[src/pps_pkg.sv]
// ----------------------------------------------------------------------------
// pps_pkg
// Shared types and constants of the overlapped pixel peak store.
// ----------------------------------------------------------------------------
`default_nettype none

package pps_pkg;

  localparam int SAMPLE_W    = 16;
  localparam int LIMIT_W     = 18;
  localparam int FRAME_W     = 8;
  localparam int PIX_INDEX_W = 19;

  localparam int PPF_W  = 20;
  localparam int HALF_W = 8;
  localparam logic [PPF_W-1:0]  PPF_RESET  = 20'd327680;
  localparam logic [HALF_W-1:0] HALF_RESET = 8'd15;

  localparam int IN_TDATA_W  = 40;
  localparam int OUT_TDATA_W = 48;

  // output queue
  localparam int FIFO_DEPTH = 4;
  localparam int FIFO_PTR_W = 2;
  localparam int FIFO_CNT_W = 3;

  // one stored entry of a bank
  typedef struct packed {
    logic [SAMPLE_W-1:0] value;
    logic [FRAME_W-1:0]  frame;
  } entry_t;

  // one result transaction
  typedef struct packed {
    logic [SAMPLE_W-1:0]    peak_value;
    logic [FRAME_W-1:0]     peak_frame;
    logic                   above_background;
    logic [PIX_INDEX_W-1:0] pixel_index;
    logic                   last_pixel;
  } out_item_t;

endpackage

`default_nettype wire

[src/pps_out_fifo.sv]
// ----------------------------------------------------------------------------
// pps_out_fifo
// Small result queue that decouples the store pipeline from the receiver.
// ----------------------------------------------------------------------------
`default_nettype none

module pps_out_fifo (
  input  wire logic                          clk,
  input  wire logic                          rst_n,
  input  wire logic                          push,
  input  wire pps_pkg::out_item_t            push_item,
  input  wire logic                          pop_ready,
  output logic                               pop_valid,
  output pps_pkg::out_item_t                 pop_item,
  output logic [pps_pkg::FIFO_CNT_W-1:0]     count
);

  pps_pkg::out_item_t                 slot_r [pps_pkg::FIFO_DEPTH];
  logic [pps_pkg::FIFO_PTR_W-1:0]     head_r, head_nxt;
  logic [pps_pkg::FIFO_PTR_W-1:0]     tail_r, tail_nxt;
  logic [pps_pkg::FIFO_CNT_W-1:0]     cnt_r, cnt_nxt;
  logic                               pop;

  assign pop_valid = (cnt_r != '0);
  assign pop_item  = slot_r[head_r];
  assign pop       = pop_valid && pop_ready;
  assign count     = cnt_r;

  always_comb begin
    head_nxt = pop ? head_r + 1'b1 : head_r;
    tail_nxt = push ? tail_r + 1'b1 : tail_r;
    cnt_nxt  = cnt_r + pps_pkg::FIFO_CNT_W'(push) - pps_pkg::FIFO_CNT_W'(pop);
  end

  always_ff @(posedge clk) begin
    if (!rst_n) begin
      head_r <= '0;
      tail_r <= '0;
      cnt_r  <= '0;
    end else begin
      head_r <= head_nxt;
      tail_r <= tail_nxt;
      cnt_r  <= cnt_nxt;
    end
  end

  always_ff @(posedge clk) begin
    if (push) begin
      slot_r[tail_r] <= push_item;
    end
  end

endmodule

`default_nettype wire

[config.mk]
export PLATFORM = sky130hd
export DESIGN_NAME = pps_out_fifo
export DESIGN_NICKNAME = d
export VERILOG_FILES = /design/src/pps_pkg.sv /design/src/pps_out_fifo.sv
export SDC_FILE = /design/constraint.sdc
export NUM_CORES = 1
export LEC_CHECK = 0
export BUFFER_PORTS_ARGS = -buffer_cell sky130_fd_sc_hd__buf_2
export CAP_MARGIN = 15
export CORE_MARGIN = 4
export CORE_UTILIZATION = 51
export CTS_BUF_LIST = sky130_fd_sc_hd__clkbuf_16
export DETAILED_ROUTE_END_ITERATION = 10
export GPL_ROUTABILITY_DRIVEN = 0
export PLACE_DENSITY = 0.8
export SLEW_MARGIN = 25
export SYNTH_ARGS = -nofsm -noshare
export SYNTH_HDL_FRONTEND = slang
export SYNTH_SLANG_ARGS = --single-unit
[constraint.sdc]
create_clock -name clk -period 2 [get_ports clk]
set_clock_uncertainty 0.05 [all_clocks]
set_input_delay 0.1 -clock clk [delete_from_list [all_inputs] [get_ports clk]]
set_output_delay 0.1 -clock clk [all_outputs]
set_load 0.01 [all_outputs]
Word level (Yosys, flattened, before mapping)
Memories as Yosys holds them, arrays and structs flattened. A register that Yosys moved wholly into a read port is not among the register bits.
Cells that the tools add are included.
W data, S select, Z words.
{ "classes": {"reduce_logical": 2, "shift": 0, "add_sub_neg": 4, "n_div": 0, "eq_ne": 0, "muxes": 4, "mul": 0, "bitwise_logic": 0, "order_cmp": 0} }
{ "op_table": {"columns": ["op", "n"], "rows": [
  ["$add A2 B1 Y2 const B", 2],
  ["$mux W2", 2],
  ["$add A3 B1 Y3", 1],
  ["$reduce_bool A3 Y1", 1],
  ["$sub A3 B1 Y3", 1],
  ["$mux W1", 2],
  ["$logic_and A1 B1 Y1", 1]
]} }
{ "totals": {"regBits": 7, "inputBits": 49, "output_inout_bits": 49, "elab_cells": 14, "latchBits": 0, "romBits": 0, "ram_bits": 180, "mem_count": 1} }
{ "mem_list": {"columns": ["name", "depth", "word_bits", "rd", "rd_ports_with_merged_regs", "write_ports", "line_no", "rtl"], "rows": [
  ["slot_r", 4, 45, 1, 1, 1, "pps_out_fifo.sv:18", "pps_pkg::out_item_t slot_r [pps_pkg::FIFO_DEPTH];"]
]} }

Longest topological paths before layout
{ "depth": {"ltp_word": 4, "ltp_mapped": 7, "ltp_nobuf": 7} }

Worst setup path after synthesis
No wires, ideal clock.
{ "synth_timing": {"path_kind": "register to register", "start": "register tail_r[0] (netlist bit)", "end": "memory slot_r[2][0] (netlist bit), enable pin", "synth_period_minus_slack_ps": 2078, "t_required_ps": 1543, "arrival_ps": 1621, "slack_ps": -78, "path_buffers": 0, "stages_incl_launch_ff": 4, "setup_time_ps": 407, "cell_sequence": "dfxtp_1 inv_1 ha_1 and2_1"} }
{ "synth_lines": {"columns": ["element", "line_no", "rtl"], "rows": [
  ["from (decl)", "pps_out_fifo.sv:20", "logic [pps_pkg::FIFO_PTR_W-1:0] tail_r, tail_nxt;"],
  ["from (signal assigned)", "pps_out_fifo.sv:42", "tail_r <= tail_nxt;"],
  ["to (decl)", "pps_out_fifo.sv:18", null]
]} }
Straight into the memory's write port.

Worst setup path in the final report
{ "layout_timing": {"start": "register cnt_r, in the netlist count[2]", "end": "register cnt_r, in the netlist count[2]"} }
{ "layout_between": {"elab_chain_cells": 3, "word_cells_on_any_way": 4, "cone_classes": "add/sub (2); reduce/logical (2)"} }
{ "layout_lines": {"columns": ["element", "line_no", "rtl"], "rows": [
  ["from (decl)", "pps_out_fifo.sv:21", "logic [pps_pkg::FIFO_CNT_W-1:0] cnt_r, cnt_nxt;"],
  ["from (signal assigned)", "pps_out_fifo.sv:43", "cnt_r <= cnt_nxt;"],
  ["$reduce_bool A3 Y1", "pps_out_fifo.sv:24", "assign pop_valid = (cnt_r != '0);"],
  ["$logic_and A1 B1 Y1", "pps_out_fifo.sv:26", "assign pop = pop_valid && pop_ready;"],
  ["named net pop", "pps_out_fifo.sv:22", "logic pop;"],
  ["$sub A3 B1 Y3", "pps_out_fifo.sv:32", "cnt_nxt = cnt_r + pps_pkg::FIFO_CNT_W'(push) - pps_pkg::FIFO_CNT_W'(pop);"]
]} }
The timed path passes the listed nets, and every way through them passes these cells.
A chain may end at the register's enable or synchronous reset.

==> impl_metrics.csv <==
group,metric,value,unit
clock_network,tritoncts,"built",
drt,drt_iter0_markers,257,
run,cap_violations,0,
status,status,"complete, no violations",
worst_setup_path,path_class,"reg2reg",
clock_network,htreeDepth,4,
worst_setup_path,critPathMaxStageDelay,0.34,ns
final_layout,mostFrequentLayoutCells,"edfxtp_1, buf_2, dlygate4sd3_1",
synth,syn-num-nets,335,
timing,relSlewSlack,67.9,%
timing,fmax,512,MHz
drt,vias,3329,
drt,wl_per_cell,19.4,µm
global_route,grt_pass1_vias,3734,
global_route,grt_first_pass_wirelength,20000,µm
worst_setup_path,critPathRequiredTime,2.28,ns
worst_setup_path,path_max_fanout,2,
pwr,leakagePower,0.00311,µW
synth,yosysSeqAreaShare,79.5,%
drt,drcViolationCount,0,
timing,maxSlewViolCount,0,
floorplanning,die_area,15700,µm²
drt,drt_pre_antenna_iters,4,
global_route,antenna_found_initial,1,
worst_setup_path,critPathLaunchType,"register",
final_layout,area_delta_synth_final,27.1,%
final_layout,drive_above_1_share,42.6,%
drt,drt-total-wl,12400,µm
synth,avgSynthCellArea,25.2,µm²
timing,setup_violations,0,
global_route,grt_max_degree,46,
final_layout,design_area,8920,µm²
synth,ys_warn_count,0,
floorplanning,initial_core_util,52.6,%
drt,ant_nets,0,
clock_network,clockRootBuffer,"clkbuf_16",
timing,fin_crit_sh,97.7,%
final_layout,seq_area,5600,µm²
floorplanning,chipHeight,125,µm
clock_network,clock_sinks,189,
worst_setup_path,cp_data_arrival_time,2.23,ns
synth,syn_inst,279,
synth,synth_area,7020,µm²
floorplanning,io_pins,98,
worst_setup_path,critPathTopFamily,"adder cells",
synth,synth_edf_count,180,
final_layout,layout_commonest_cell,"edfxtp_1",
synth,synthDistinctLibCells,21,
timing,worstMarginPinSlew,0.475,ns
min_path,hp-class,"in2reg",
floorplanning,core,13300,µm²
final_layout,num-fill-cells,878,
clock_network,clock_latency,0.42,ns
worst_setup_path,cp.buffers_inverters,1,
pwr,peakVddDrop,0.688,mV
timing,hold_viol_final,0,
clock_network,cts_buffers,17,
final_layout,multi_input_area,1300,µm²
timing,whs,0.0180,ns
synth,synth_seq_cells,189,
global_route,grtUsageTotal,17.0,%
clock_network,path_clk_slew,0.07,ns
final_layout,nNetsFinal,505,
worst_setup_path,endpoint_kind,"register",
placed_design,postPlaceCellArea,7770,µm²
global_route,overflow,0,
pwr,power_density,1140,nW/µm²
worst_setup_path,timing.critical_path.cells,"o31a_1, ha_1, inv_1, ha_2, fa_2, xnor3_1, and2_1",
synth,ys.flop_type,"edfxtp_1",
placed_design,port_buffers,97,
clock_network,clockBufferDepth,2,
timing,rsz0062_at_grt,"yes",
synth,synthArstFlopShare,0,%
floorplanning,die_x,125,µm
floorplanning,num_rows,42,
placed_design,dp_hpwl,7380,µm
timing,post-route-min-period,1.95,ns
worst_setup_path,crit_path_top_delay_cell,"dfxtp_4",
drt,vias_per_cell,5.21,
## synthesized netlist by cell type, drive strengths merged, types with 2 or more instances
cell type | number | area share (%)
edfxtp | 180 | 77
ha | 6 | 1.1
mux4 | 45 | 15
inv | 6 | 0.32
dfxtp | 9 | 2.6
buf | 9 | 1.6
and2 | 8 | 0.71
nand2b | 2 | 0.18
nand2 | 2 | 0.11
mux2i | 4 | 0.57
## state kept, by name (all words and copies together) (netlist names), named ones only
name,count
tail_r,2
count,3
head_r,2
slot_r,180
## area by class of cell
| class | instances | share of cell area, % |
|---|---|---|
| multi-input combinational | 74 | 14.6 |
| tap | 176 | 2.47 |
| antenna | 1 | 0.0280 |
| clock buffer | 17 | 4.77 |
| inverter | 6 | 0.252 |
| sequential | 189 | 62.7 |
| clock inverter | 15 | 2.19 |
| timing repair buffer | 161 | 13.0 |
## cell families (layout without fill, tap and decap cells)
logic type | count (synthesis) | in the layout | share of synthesized area [%]
AO/OA/AOI/OAI | 2 | 2 | 0.249
flip-flops | 189 | 189 | 79.5
buffers and inverters | 16 | 199 | 1.98
XOR/XNOR | 2 | 2 | 0.445
multiplexers | 49 | 49 | 15.3
other | 0 | 1 | 0
adder cells (fa/ha/maj) | 7 | 7 | 1.35
AND/OR/NAND/NOR | 14 | 14 | 1.18
## worst reg2reg max path: cells and delay by family, from the launching register on
kind	cells	cell delay, ns
flops	1	0.34
simple gates	1	0.14
fa+ha+maj	3	0.77
xor+xnor	1	0.18
buf+inv	1	0.04
compound gates	1	0.32
## path summary, 6_finish.rpt
| check | slack (ns) | depth (start not counted) | to | startpoint |
|---|---|---|---|---|
| max | 0.05 | 7 | count[2] | count[2] |
| min | 0.02 | 3 | tail_r[1] | push |
| min reg2reg | 0.43 | 2 | register | head_r[1] |
| max reg2reg | 0.05 | 7 | count[2] | count[2] |
## layer usage
metal / share of wire, % / vias to the layer above / GRT usage (%) / routed length (µm)
li1: - / 1514 / - / -
met1: 42 / 1708 / 21.3 / 5170
met2: 51 / 89 / 28.1 / 6350
met3: 5.1 / 18 / 4.69 / 626
met4: 2.0 / 0 / 7.33 / 246
met5: 0 / - / 0 / 0
## power breakdown
part	internal (µW)	total [µW]	switching, µW
Combinational	1090	1990	901
Sequential	4580	4680	94.1
Clock	2080	3480	1390
## metrics by stage
stage | worst slack, ns | TNS (ns) | power, µW | utilization (%) | cells
6_report | 0.0456 | 0 | 10100 | 66.9 | 639
4_1_cts | 0.000215 | 0 | 10200 | 66.7 | 636
2_1_floorplan | 0.0313 | 0 | 6000 | - | 279
3_5_place_dp | -0.00274 | -0.00274 | 6600 | 58.2 | 554
5_1_grt | -0.0155 | -0.0176 | 10600 | 66.9 | 639
3_3_place_gp | 0.0791 | 0 | 6530 | 58.2 | 554
## timing repair
action | 4_1_cts | 5_1_grt
hold buffers | 46 | 0
setup buffers | 3 | 2
pin swaps | 1 | 2
hold endpoints to repair | 189 | 0
gates cloned | 1 | 0
resized for setup | 3 | 6
setup endpoints to repair | 30 | 11
Note: power is estimated with default switching activity, not from simulation.
